### src/sv/indexed_insert_delete_list_top_defines.svh
// assertion macros for the indexed insert/delete list
`ifndef INDEXED_INSERT_DELETE_LIST_TOP_DEFINES_SVH
`define INDEXED_INSERT_DELETE_LIST_TOP_DEFINES_SVH

`ifndef SYNTHESIS
`define IIDL_ASSERT(lbl, clk, rst_n, prop) \
    lbl: assert property (@(posedge clk) disable iff (!rst_n) (prop)) \
        else $error("iidl assertion failed");
`define IIDL_ASSERT_IMPL(lbl, clk, rst_n, ante, cons) \
    lbl: assert property (@(posedge clk) disable iff (!rst_n) (ante) |-> (cons)) \
        else $error("iidl implication failed");
`define IIDL_ASSERT_NEXT(lbl, clk, rst_n, ante, cons) \
    lbl: assert property (@(posedge clk) disable iff (!rst_n) (ante) |=> (cons)) \
        else $error("iidl next-cycle check failed");
`else
`define IIDL_ASSERT(lbl, clk, rst_n, prop)
`define IIDL_ASSERT_IMPL(lbl, clk, rst_n, ante, cons)
`define IIDL_ASSERT_NEXT(lbl, clk, rst_n, ante, cons)
`endif

`endif

### src/sv/iidl_pkg.sv
// shared types and constants of the indexed insert/delete list
package iidl_pkg;

    localparam int MODE_W        = 2;
    localparam int POS_W         = 5;
    localparam int DATA_W        = 32;
    localparam int COUNT_W       = 5;
    localparam int CAP_W         = 5;
    localparam int DEPTH_DEFAULT = 16;

    localparam logic [CAP_W-1:0]         CAP_RESET = CAP_W'(16);
    localparam logic signed [DATA_W-1:0] FAIL_DATA = '1;
    localparam logic signed [DATA_W-1:0] ZERO_DATA = '0;

    typedef enum logic [MODE_W-1:0] {
        MODE_INSERT = 2'd0,
        MODE_DELETE = 2'd1,
        MODE_UPDATE = 2'd2,
        MODE_READ   = 2'd3
    } t_mode;

    typedef struct packed {
        logic                     ins;
        logic                     del;
        logic                     upd;
        logic [POS_W-1:0]         pos;
        logic signed [DATA_W-1:0] val;
    } t_cell_ctrl;

endpackage

### src/sv/iidl_if.sv
// request and response channel interfaces
interface iidl_req_if;
    logic                                     valid;
    logic                                     ready;
    logic [iidl_pkg::MODE_W-1:0]              mode;
    logic [iidl_pkg::POS_W-1:0]               position;
    logic signed [iidl_pkg::DATA_W-1:0]       value;

    modport source (output valid, output mode, output position, output value, input ready);
    modport sink   (input valid, input mode, input position, input value, output ready);
endinterface

interface iidl_rsp_if;
    logic                                     valid;
    logic                                     ready;
    logic                                     status;
    logic signed [iidl_pkg::DATA_W-1:0]       data;
    logic [iidl_pkg::COUNT_W-1:0]             count;

    modport source (output valid, output status, output data, output count, input ready);
    modport sink   (input valid, input status, input data, input count, output ready);
endinterface

### src/sv/iidl_cell.sv
// one list cell: holds an entry and shifts with its neighbors
module iidl_cell #(
    parameter int INDEX = 0,
    parameter int CMP_W = iidl_pkg::POS_W
) (
    input  logic                             i_clk,
    input  iidl_pkg::t_cell_ctrl             i_ctrl,
    input  logic signed [iidl_pkg::DATA_W-1:0] i_left,
    input  logic signed [iidl_pkg::DATA_W-1:0] i_right,
    output logic signed [iidl_pkg::DATA_W-1:0] o_val,
    output logic signed [iidl_pkg::DATA_W-1:0] o_rd
);

    localparam logic [CMP_W-1:0] IDX = CMP_W'(INDEX);

    logic signed [iidl_pkg::DATA_W-1:0] r_val;
    logic signed [iidl_pkg::DATA_W-1:0] n_val;
    logic [CMP_W-1:0]                   w_pos;
    logic                               w_here;
    logic                               w_above;

    assign w_pos   = CMP_W'(i_ctrl.pos);
    assign w_here  = (IDX == w_pos);
    assign w_above = (IDX > w_pos);

    always_comb begin
        n_val = r_val;
        if (i_ctrl.ins) begin
            if (w_here) begin
                n_val = i_ctrl.val;
            end else if (w_above) begin
                n_val = i_left;
            end
        end else if (i_ctrl.del) begin
            if (w_here || w_above) begin
                n_val = i_right;
            end
        end else if (i_ctrl.upd && w_here) begin
            n_val = i_ctrl.val;
        end
    end

    always_ff @(posedge i_clk) begin
        r_val <= n_val;
    end

    assign o_val = r_val;
    assign o_rd  = w_here ? r_val : iidl_pkg::ZERO_DATA;

endmodule

### src/sv/indexed_insert_delete_list_top.sv
// top level of the indexed insert/delete list
// Ordered list of up to DEPTH signed 32-bit entries held in a row of cells.
// Every cell compares its own index with the request position and shifts,
// loads or holds in the same cycle, for insert, delete, update and read
// alike. A request is taken every cycle unless stalled; its response is in
// the output register on the next cycle. The request side stalls only while
// that register holds a response that the sink has not taken. A failing
// request (bad position, full or empty list) returns status 1 and data -1
// and leaves the list as it was. Capacity register writes are taken out of
// reset on any edge with i_cfg_we high; a capacity over DEPTH acts as DEPTH.
`include "indexed_insert_delete_list_top_defines.svh"

module indexed_insert_delete_list_top #(
    parameter int DEPTH = iidl_pkg::DEPTH_DEFAULT
) (
    input  logic                         i_clk,
    input  logic                         i_rst_n,
    input  logic                         i_cfg_we,
    input  logic [iidl_pkg::CAP_W-1:0]   i_cfg_wdata,
    iidl_req_if.sink                     i_req,
    iidl_rsp_if.source                   o_rsp
);

    localparam int CNT_W = $clog2(DEPTH + 1);
    localparam int CMP_W = (CNT_W > iidl_pkg::POS_W) ? CNT_W : iidl_pkg::POS_W;

    logic [iidl_pkg::CAP_W-1:0]          r_cap;
    logic [CNT_W-1:0]                    r_used;
    logic [CNT_W-1:0]                    n_used;
    logic                                r_rsp_valid;
    logic                                r_status;
    logic signed [iidl_pkg::DATA_W-1:0]  r_data;
    logic [iidl_pkg::COUNT_W-1:0]        r_count;

    logic                                w_acc;
    iidl_pkg::t_mode                     w_mode;
    logic [CMP_W-1:0]                    w_pos;
    logic [CMP_W-1:0]                    w_used;
    logic [CMP_W-1:0]                    w_cap;
    logic [CMP_W-1:0]                    w_cap_eff;
    logic                                w_ins_ok;
    logic                                w_oth_ok;
    logic                                w_fail;
    logic signed [iidl_pkg::DATA_W-1:0]  w_data;
    logic signed [iidl_pkg::DATA_W-1:0]  w_rd_data;
    logic [CNT_W-1:0]                    w_used_after;
    logic [CMP_W-1:0]                    w_count_ext;
    iidl_pkg::t_cell_ctrl                w_ctrl;

    logic signed [iidl_pkg::DATA_W-1:0]  w_val [DEPTH];
    logic signed [iidl_pkg::DATA_W-1:0]  w_rd  [DEPTH];

    assign i_req.ready = !r_rsp_valid || o_rsp.ready;
    assign w_acc       = i_req.valid && i_req.ready;
    assign w_mode      = iidl_pkg::t_mode'(i_req.mode);

    assign w_pos     = CMP_W'(i_req.position);
    assign w_used    = CMP_W'(r_used);
    assign w_cap     = CMP_W'(r_cap);
    assign w_cap_eff = (w_cap > CMP_W'(DEPTH)) ? CMP_W'(DEPTH) : w_cap;
    assign w_ins_ok  = (w_pos <= w_used) && (w_used < w_cap_eff);
    assign w_oth_ok  = (w_pos < w_used);

    // read port: each cell drives its entry only when addressed
    always_comb begin
        w_rd_data = iidl_pkg::ZERO_DATA;
        for (int k = 0; k < DEPTH; k++) begin
            w_rd_data = w_rd_data | w_rd[k];
        end
    end

    always_comb begin
        w_fail       = 1'b0;
        w_data       = iidl_pkg::ZERO_DATA;
        w_used_after = r_used;
        w_ctrl.ins   = 1'b0;
        w_ctrl.del   = 1'b0;
        w_ctrl.upd   = 1'b0;
        w_ctrl.pos   = i_req.position;
        w_ctrl.val   = i_req.value;
        case (w_mode)
            iidl_pkg::MODE_INSERT: begin
                if (w_ins_ok) begin
                    w_ctrl.ins   = w_acc;
                    w_used_after = r_used + CNT_W'(1);
                end else begin
                    w_fail = 1'b1;
                end
            end
            iidl_pkg::MODE_DELETE: begin
                if (w_oth_ok) begin
                    w_ctrl.del   = w_acc;
                    w_data       = w_rd_data;
                    w_used_after = r_used - CNT_W'(1);
                end else begin
                    w_fail = 1'b1;
                end
            end
            iidl_pkg::MODE_UPDATE: begin
                if (w_oth_ok) begin
                    w_ctrl.upd = w_acc;
                end else begin
                    w_fail = 1'b1;
                end
            end
            iidl_pkg::MODE_READ: begin
                if (w_oth_ok) begin
                    w_data = w_rd_data;
                end else begin
                    w_fail = 1'b1;
                end
            end
            default: begin
                w_fail = 1'b1;
            end
        endcase
        if (w_fail) begin
            w_data = iidl_pkg::FAIL_DATA;
        end
    end

    assign n_used      = w_acc ? w_used_after : r_used;
    assign w_count_ext = CMP_W'(w_used_after);

    // cell chain
    for (genvar g = 0; g < DEPTH; g++) begin : g_cell
        logic signed [iidl_pkg::DATA_W-1:0] w_left;
        logic signed [iidl_pkg::DATA_W-1:0] w_right;
        if (g == 0) begin : g_first
            assign w_left = iidl_pkg::ZERO_DATA;
        end else begin : g_mid_l
            assign w_left = w_val[g-1];
        end
        if (g == DEPTH - 1) begin : g_last
            assign w_right = w_val[g];
        end else begin : g_mid_r
            assign w_right = w_val[g+1];
        end
        iidl_cell #(
            .INDEX (g),
            .CMP_W (CMP_W)
        ) u_cell (
            .i_clk   (i_clk),
            .i_ctrl  (w_ctrl),
            .i_left  (w_left),
            .i_right (w_right),
            .o_val   (w_val[g]),
            .o_rd    (w_rd[g])
        );
    end

    always_ff @(posedge i_clk) begin
        if (!i_rst_n) begin
            r_cap       <= iidl_pkg::CAP_RESET;
            r_used      <= '0;
            r_rsp_valid <= 1'b0;
        end else begin
            if (i_cfg_we) begin
                r_cap <= i_cfg_wdata;
            end
            r_used <= n_used;
            if (w_acc) begin
                r_rsp_valid <= 1'b1;
            end else if (o_rsp.ready) begin
                r_rsp_valid <= 1'b0;
            end
        end
    end

    always_ff @(posedge i_clk) begin
        if (w_acc) begin
            r_status <= w_fail;
            r_data   <= w_data;
            r_count  <= w_count_ext[iidl_pkg::COUNT_W-1:0];
        end
    end

    assign o_rsp.valid  = r_rsp_valid;
    assign o_rsp.status = r_status;
    assign o_rsp.data   = r_data;
    assign o_rsp.count  = r_count;

    `IIDL_ASSERT(a_used_le_depth, i_clk, i_rst_n, r_used <= CNT_W'(DEPTH))
    `IIDL_ASSERT_NEXT(a_fail_keeps_used, i_clk, i_rst_n, w_acc && w_fail, r_used == $past(r_used))
    `IIDL_ASSERT_NEXT(a_insert_grows, i_clk, i_rst_n, w_ctrl.ins, r_used == $past(r_used) + CNT_W'(1))
    `IIDL_ASSERT_IMPL(a_held_rsp_stalls, i_clk, i_rst_n, r_rsp_valid && !o_rsp.ready, !i_req.ready)
    `IIDL_ASSERT_NEXT(a_rsp_count_match, i_clk, i_rst_n, w_acc, CMP_W'(o_rsp.count) == (CMP_W'(r_used) & CMP_W'(5'h1f)))

endmodule
### src/flat_wrapper.sv
// flat-port wrapper written by rule: the top's interface ports become plain ports
module indexed_insert_delete_list_top_flat 
#(
    parameter int DEPTH = iidl_pkg::DEPTH_DEFAULT
)
  (i_clk, i_rst_n, i_cfg_we, i_cfg_wdata, i_req_valid, i_req_mode, i_req_position, i_req_value, i_req_ready, o_rsp_valid, o_rsp_status, o_rsp_data, o_rsp_count, o_rsp_ready);
  iidl_req_if i_req_i ();
  iidl_rsp_if o_rsp_i ();
  input  logic i_clk;
  input  logic i_rst_n;
  input  logic i_cfg_we;
  input  logic [iidl_pkg::CAP_W-1:0] i_cfg_wdata;
  input wire logic [$bits(i_req_i.valid)-1:0] i_req_valid;
  input wire logic [$bits(i_req_i.mode)-1:0] i_req_mode;
  input wire logic [$bits(i_req_i.position)-1:0] i_req_position;
  input wire logic [$bits(i_req_i.value)-1:0] i_req_value;
  output wire logic [$bits(i_req_i.ready)-1:0] i_req_ready;
  output wire logic [$bits(o_rsp_i.valid)-1:0] o_rsp_valid;
  output wire logic [$bits(o_rsp_i.status)-1:0] o_rsp_status;
  output wire logic [$bits(o_rsp_i.data)-1:0] o_rsp_data;
  output wire logic [$bits(o_rsp_i.count)-1:0] o_rsp_count;
  input wire logic [$bits(o_rsp_i.ready)-1:0] o_rsp_ready;
  assign i_req_i.valid = i_req_valid;
  assign i_req_i.mode = i_req_mode;
  assign i_req_i.position = i_req_position;
  assign i_req_i.value = i_req_value;
  assign i_req_ready = i_req_i.ready;
  assign o_rsp_valid = o_rsp_i.valid;
  assign o_rsp_status = o_rsp_i.status;
  assign o_rsp_data = o_rsp_i.data;
  assign o_rsp_count = o_rsp_i.count;
  assign o_rsp_i.ready = o_rsp_ready;
  indexed_insert_delete_list_top #(.DEPTH(DEPTH)) u_core (.i_clk(i_clk), .i_rst_n(i_rst_n), .i_cfg_we(i_cfg_we), .i_cfg_wdata(i_cfg_wdata), .i_req(i_req_i), .o_rsp(o_rsp_i));
endmodule
### config.mk
export PLATFORM = sky130hd
export DESIGN_NAME = indexed_insert_delete_list_top_flat
export DESIGN_NICKNAME = d
export VERILOG_FILES = /design/src/sv/iidl_pkg.sv /design/src/sv/iidl_if.sv /design/src/sv/iidl_cell.sv /design/src/sv/indexed_insert_delete_list_top.sv /design/src/flat_wrapper.sv
export VERILOG_INCLUDE_DIRS = /design/src /design/src/sv
export SDC_FILE = /design/constraint.sdc
export NUM_CORES = 1
export LEC_CHECK = 0
export ABC_CLOCK_PERIOD_IN_PS = 5300
export BUFFER_PORTS_ARGS = -buffer_cell sky130_fd_sc_hd__buf_2
export CAP_MARGIN = 20
export CORE_MARGIN = 2
export CORE_UTILIZATION = 40
export CTS_CLUSTER_DIAMETER = 80
export DETAILED_ROUTE_END_ITERATION = 6
export GPL_ROUTABILITY_DRIVEN = 0
export RECOVER_POWER = 50
export SLEW_MARGIN = 20
export SYNTH_ARGS = -nofsm -noshare
export SYNTH_HDL_FRONTEND = slang
export SYNTH_SLANG_ARGS = --single-unit
### constraint.sdc
create_clock -name i_clk -period 5.3 [get_ports i_clk]
set_input_delay 0.265 -clock i_clk [delete_from_list [all_inputs] [get_ports i_clk]]
set_output_delay 0.265 -clock i_clk [all_outputs]
set_load 0.02 [all_outputs]
Word level (Yosys, flattened, before mapping)
Cells that the tools add are included.

$add $sub $neg: 2. Multiply operators: 0. Div/mod/pow operators: 0. $lt $le $gt $ge: 20. Equal/unequal tests: 50. Shift operators: 0. Mux-type cells: 127. Bitwise logic cells: 15. Reductions and logical operators: 72.

Operators by type and width (count): two-way mux 32 bit (113); OR 32 bit (15); AND reduction 3 bit (16); != test 3 bit, second input constant (15); nonzero test 3 bit (15); != test 3 x 2 -> 1 bit, second input constant (14); equality test 4 x 5 -> 1 bit, first input constant (8); > comparator 4 x 5 -> 1 bit, first input constant (8); equality test 3 x 5 -> 1 bit, first input constant (4); > comparator 3 x 5 -> 1 bit, first input constant (4); logical AND 1 bit (18); logical OR 1 bit (16); two-way mux 5 bit (3); equality test 2 x 5 -> 1 bit, first input constant (2); > comparator 1 x 5 -> 1 bit, first input constant (2); > comparator 2 x 5 -> 1 bit, first input constant (2); less-than comparator 5 bit (2); one-hot mux 5 bit (2 select lines) (1); two-way mux 1 bit (9); != test 3 x 1 -> 1 bit, second input constant (2); adder 5 x 1 -> 5 bit, second input constant (1); equality test 1 x 5 -> 1 bit, first input constant (1); > comparator 5 bit, second input constant (1); <= comparator 5 bit (1); other kinds (11) (13).

Bits in registers: 561. Bits in latches: 0. RAM bits: 0. Bits in read-only memories: 0. Input port bits: 49. Output and inout port bits: 40. Logic and storage cells: 308. Memories: 0.

Logic depth before layout (Yosys ltp)
Depth after elaboration: 19. Depth in mapped cells: 12. Gate-level depth less buffers: 9.

By module
Synthesis repeated with hierarchy kept, for this count alone.

Cell total of the unflattened synthesis: 4335. Area total of the unflattened synthesis: 41390.9 sq um.

By module, submodules not included: indexed_insert_delete_list_top (instances 1, cells an instance 365, area an instance 3403.3 sq um, sequential area each 1361.3 sq um); iidl_cell at u_core.g_cell[12].u_cell (instances 1, cells an instance 267, area an instance 2514.9 sq um, sequential area each 960.9 sq um); iidl_cell at u_core.g_cell[6].u_cell (instances 1, cells an instance 265, area an instance 2497.4 sq um, sequential area each 960.9 sq um); iidl_cell at u_core.g_cell[5].u_cell (instances 1, cells an instance 234, area an instance 2432.3 sq um, sequential area each 960.9 sq um); iidl_cell at u_core.g_cell[14].u_cell (instances 1, cells an instance 264, area an instance 2413.6 sq um, sequential area each 960.9 sq um); iidl_cell at u_core.g_cell[13].u_cell (instances 1, cells an instance 234, area an instance 2402.3 sq um, sequential area each 960.9 sq um); iidl_cell at u_core.g_cell[8].u_cell (instances 1, cells an instance 267, area an instance 2397.3 sq um, sequential area each 960.9 sq um); iidl_cell at u_core.g_cell[2].u_cell (instances 1, cells an instance 264, area an instance 2386.0 sq um, sequential area each 960.9 sq um); iidl_cell at u_core.g_cell[10].u_cell (instances 1, cells an instance 266, area an instance 2379.8 sq um, sequential area each 960.9 sq um); iidl_cell at u_core.g_cell[11].u_cell (instances 1, cells an instance 265, area an instance 2379.8 sq um, sequential area each 960.9 sq um); iidl_cell at u_core.g_cell[0].u_cell (instances 1, cells an instance 263, area an instance 2371.0 sq um, sequential area each 960.9 sq um); iidl_cell at u_core.g_cell[15].u_cell (instances 1, cells an instance 265, area an instance 2357.3 sq um, sequential area each 960.9 sq um); iidl_cell at u_core.g_cell[3].u_cell (instances 1, cells an instance 229, area an instance 2322.2 sq um, sequential area each 960.9 sq um); iidl_cell at u_core.g_cell[7].u_cell (instances 1, cells an instance 231, area an instance 2309.7 sq um, sequential area each 960.9 sq um); +3 rows.

Worst setup path after synthesis
Ideal clock, no wire load.

Path type: reg-to-reg. Start point: register u_core.r_rsp_valid (netlist: u_core.o_rsp.valid). End point: register u_core.g_cell[9].u_cell.r_val, in the netlist u_core.g_cell[9].u_cell.o_val[0] (enable). Setup time: 0.470 ns. Arrival: 4.746 ns. Data required time: 4.830 ns. Slack: 0.084 ns. Cell stages (with the launch flop): 9. Path buffers: 1. Period minus slack after synthesis: 5.216 ns. Cell sequence: dfxtp_1 nand2b_1 nand2_1 inv_1 nand2_1 o21ai_2 buf_4 a21oi_1 o31ai_1.

Word-level cells in the longest chain between the ends: 8. Elaborated cells between the ends (all ways): 13. Classes of those cells: 2 x eq/ne; 5 x mux; 6 x reduce/logical.

Ends and longest elaborated chain: start, declared (line indexed_insert_delete_list_top.sv:30) `logic r_rsp_valid;`; start signal, assigned (line indexed_insert_delete_list_top.sv:156) `r_rsp_valid <= 1'b0;`; start signal, assigned (line indexed_insert_delete_list_top.sv:163) `r_rsp_valid <= 1'b1;`; start signal, assigned (line indexed_insert_delete_list_top.sv:165) `r_rsp_valid <= 1'b0;`; zero test 1 bit * (line indexed_insert_delete_list_top.sv:53) `assign i_req.ready = !r_rsp_valid || o_rsp.ready;`; logical OR 1 bit * (line indexed_insert_delete_list_top.sv:53); net i_req_ready (line flat_wrapper.sv:17) `output wire logic [$bits(i_req_i.ready)-1:0] i_req_ready;`; logical AND 1 bit * (line indexed_insert_delete_list_top.sv:54) `assign w_acc = i_req.valid && i_req.ready;`; net u_core.w_acc (line indexed_insert_delete_list_top.sv:35) `logic w_acc;`; two-way mux 1 bit (line indexed_insert_delete_list_top.sv:91, indexed_insert_delete_list_top.sv:100); two-way mux 1 bit (line indexed_insert_delete_list_top.sv:81) `case (w_mode)`; logical AND 1 bit (line iidl_cell.sv:38) `end else if (i_ctrl.upd && w_here) begin`; nonzero test 3 bit (no source line); AND reduction 3 bit (no source line) *; end signal, assigned (line iidl_cell.sv:44) `r_val <= n_val;`; end, declared (line iidl_cell.sv:16) `logic signed [iidl_pkg::DATA_W-1:0] r_val;`.

Mark *: on every way through the listed nets, which the timed path passes. The rest lies on a longest branch. A chain may end at the register's enable or synchronous reset.

Worst setup path after layout
Start point: register u_core.r_used[1]. End point: register u_core.g_cell[15].u_cell.r_val, in the netlist u_core.g_cell[15].u_cell.o_val[19], data pin.

Word-level cells in the longest chain between the ends: 5. Elaborated cells between the ends (all ways): 6. Classes of those cells: 2 x order compare; 3 x mux; 1 x reduce/logical.

Ends and longest elaborated chain: start, declared (line indexed_insert_delete_list_top.sv:28) `logic [CNT_W-1:0] r_used;`; start signal, assigned (line indexed_insert_delete_list_top.sv:161) `r_used <= n_used;`; <= comparator 5 bit or less-than comparator 5 bit (tied branches) (line indexed_insert_delete_list_top.sv:61) `assign w_ins_ok = (w_pos <= w_used) && (w_used < w_cap_eff);`; logical AND 1 bit * (line indexed_insert_delete_list_top.sv:61); two-way mux 1 bit * (line indexed_insert_delete_list_top.sv:83) `if (w_ins_ok) begin`; two-way mux 1 bit * (line indexed_insert_delete_list_top.sv:81); two-way mux 32 bit * (line iidl_cell.sv:28) `if (i_ctrl.ins) begin`; net u_core.g_cell[15].u_cell.n_val, one bit (line iidl_cell.sv:17) `logic signed [iidl_pkg::DATA_W-1:0] n_val;`; end signal, assigned (line iidl_cell.sv:44); end, declared (line iidl_cell.sv:16).

Marks and branches as above.

==> run metrics <==
final setup fails 0; Max Transition Viols Final 117; Layout Nets ~2,500; hold crit path type in2reg; failing checks capacitance limit, slew limit; number of instances in the placed design 3,304; initial antenna violation count 8; CP peak stage delay 980 ps; Final TNS setup 0 ps; storage element area 16,700 um2; first drt pass iteration count 6; Setup crit end u_core.g_cell[15].u_cell.o_val[19]; cells on worst reg2reg path 8; top cells by area, synth edfxtp_1, a221o_1, and2_1; P_leak 0.0114 uW; Worst EP arrival approximately 5100 ps; Row Count 100; Area growth syn-to-layout 12.9%; vias per cell 7.33; Mapped Area 29,900 um2; Seq/Total Area, Yosys 0.560; Final Hold Vio Count 0; Final period util 0.903; effective utilization at floorplan 0.403; post-synth top area share 0.553; io pins 89; CTS Buf Count between 60 and 70; post-synth cell types 58; I/O Buffers 88; Worst R2R End u_core.g_cell[15].u_cell.o_val[19]; CTS Buffer Depth 3; core area 74,200 um2; cells along the critical path inv_1 -> ha_1 -> nand4_1 -> o221ai_1 -> a221o_1 -> or3_1 -> clkbuf_1 -> mux2_2; async set or reset register ratio after synthesis 0; worst-skew pair later-pin latency roughly 620 ps; Critical Path Source Type register; fin cells 3,442; layout cells sized above 1 0.122; CTS tree built; post-DP HPWL 70,000 um; RSZ-0062 raised after global routing no; Clock Skew 27.2 ps; largest net degree at the start of global routing 240; power density cells 320 nW/um2; post-synthesis cell count 2,445; first-pass GRT wire length around 170,000 um; Synth Flop Type edfxtp_1; Synth area leader edfxtp_1; Synth Net Count 2,505; Max-Cap Viols 4; Slew headroom -0.995; cell at the slowest stage of the critical path or3_1; Tot GR Track Use 0.309; Peak VDD IR 0.222 mV; post_cts resized 0; Setup Buffers After CTS 0; Final ANT Viol Nets 0; RR Startpoint u_core.r_used[1]; Yosys warnings 0; grt ovf 0; fill cell total of the finished layout 6,675; total clock sinks roughly 560; routed wire length 123,000 um; Critical path origin u_core.r_used[1]; most frequent cells in the layout edfxtp_1, a221o_1, and2_1; DIE WIDTH 277 um; Worst-Margin Slew 2990 ps; status finished with violations; area taken by multi-input logic gates 12,300 um2; H-tree levels 3; crit end category register; Remaining DRCs 0; Clk pin slew, worst setup/hold paths 60 ps; drt first-iter violations 4,328; Post-synth EDFFs 550; #FFs+latches synth between 500 and 600; DR vias 25,200; die area 76,900 um2; WS Path Type reg2reg; post-layout min period ~4800 ps; Max FO, Critical Path 15; CTS root buf clkbuf_16; CP required 5650 ps; number of global-route vias before repair 23,900; commonest non-fill, non-tap cell in the layout edfxtp_1; routed length per instance 35.8 um; Peak Freq between 200 and 250 MHz; Die H ~280 um; Avg Inst Size Synth approximately 12 um2; R2R Setup Slk between 500 and 600 ps
area by class of cell:
cell class / instances / share of cell area
Antenna cell: 7 / 0.000519
Clock buffer: 73 / 0.0510
Clock inverter: 45 / 0.0127
Inverter: 14 / 0.00156
Multi-Input combinational cell: 1584 / 0.365
Sequential cell: 561 / 0.496
Tap cell: 969 / 0.0359
Timing Repair Buffer: 189 / 0.0372
what timing repair did:
item	in CTS	in global routing
hold buffers	10	0
hold endpoints to repair	8	0
endpoints found under the setup margin	0	0
logic make-up after synthesis:
| group | count (synthesis) | share of synthesized area |
|---|---|---|
| adder cells (fa/ha/maj) | 11 | 0.00461 |
| XOR/XNOR | 4 | 0.00117 |
| multiplexers | 37 | 0.0137 |
| flip-flops | 561 | 0.560 |
| AO/OA/AOI/OAI | 823 | 0.243 |
| buffers and inverters | 300 | 0.0418 |
| AND/OR/NAND/NOR | 709 | 0.136 |
how the worst min path moves through the flow:
stage	startpoint	end	slack (ps)	cells after the start
2_1_floorplan	i_cfg_wdata[4]	u_core.r_cap[4]	390	2
3_3_place_gp	i_cfg_wdata[4]	u_core.r_cap[4]	500	3
3_5_place_dp	i_cfg_wdata[4]	u_core.r_cap[4]	500	3
4_1_cts	i_cfg_we	u_core.r_cap[2]	30	3
5_1_grt	i_cfg_we	u_core.r_cap[2]	70	3
6_report	i_cfg_we	u_core.r_cap[2]	50	3
layer usage:
metal / wire length (um) / GRT usage
met5: 58 / 0.00438
met4: 5250 / 0.138
met3: 18000 / 0.0965
met2: 53400 / 0.454
met1: 46400 / 0.418
metrics by stage:
stage / power [uW] / utilization / cell area [um2] / hold WS (ps) / setup slack (ps)
after global routing: 11000 / 0.455 / 33700 / 74.6 / 393
final: 10800 / 0.455 / 33700 / 45.4 / 513
after CTS: 10800 / 0.456 / 33800 / 26.7 / 1020
after floorplan: 5800 / - / 29900 / 391 / 83.9
after detailed placement: 6180 / 0.425 / 31600 / 505 / 998
after global placement: 6140 / 0.424 / 31500 / 498 / 1110
report_power, final:
part | switching (uW) | leakage, uW | internal (uW)
combinational | 665 | 0.00535 | 402
sequential | 51.4 | 0.00506 | 5010
clock | 1980 | 0.00104 | 2690
flip-flops by register name, indices dropped and copies added, names as in the netlist:
register and flops:
u_core.o_rsp.data 32, u_core.o_rsp.count 5, u_core.r_cap 5, u_core.r_used 5
u_core.o_rsp.valid 1, u_core.o_rsp.status 1, u_core.g_cell.u_cell.o_val 512
worst max-delay path: cells and delay by family (launching register included):
family                   cells  cell delay, ps
flip-flops                   1             450
adder cells (fa/ha/maj)      1             310
buffers and inverters        2            1100
AND/OR/NAND/NOR              2            1080
AO/OA/AOI/OAI                2            1150
multiplexers                 1             420
cells in the mapped netlist, types with 2 or more instances:
cell      instances
inv_1            14
xnor2_1           4
o21ai_1           5
nand4_1          22
nor4_1           21
and2_1          449
o21a_1            3
nor3_1           11
buf_2            83
nor2_2            8
mux2_2           14
a211oi_1          2
a22oi_1         256
or3_1             5
mux2i_1           5
clkbuf_1        162
nand2b_1          4
nor3_2            3
a21boi_0          3
o31ai_2           3
a21oi_1          14
a211o_1           2
buf_4             5
dfxtp_1          11
nand3_1          10
mux2_1           18
a22o_1           32
nor2_1           34
a221oi_1          2
edfxtp_1        550
o31ai_1           7
and3_1            6
nand2_1         122
nor2b_1           4
buf_1            36
ha_1             11
o21ai_0          35
a221o_1         449
(Power assumes the default switching activity.)
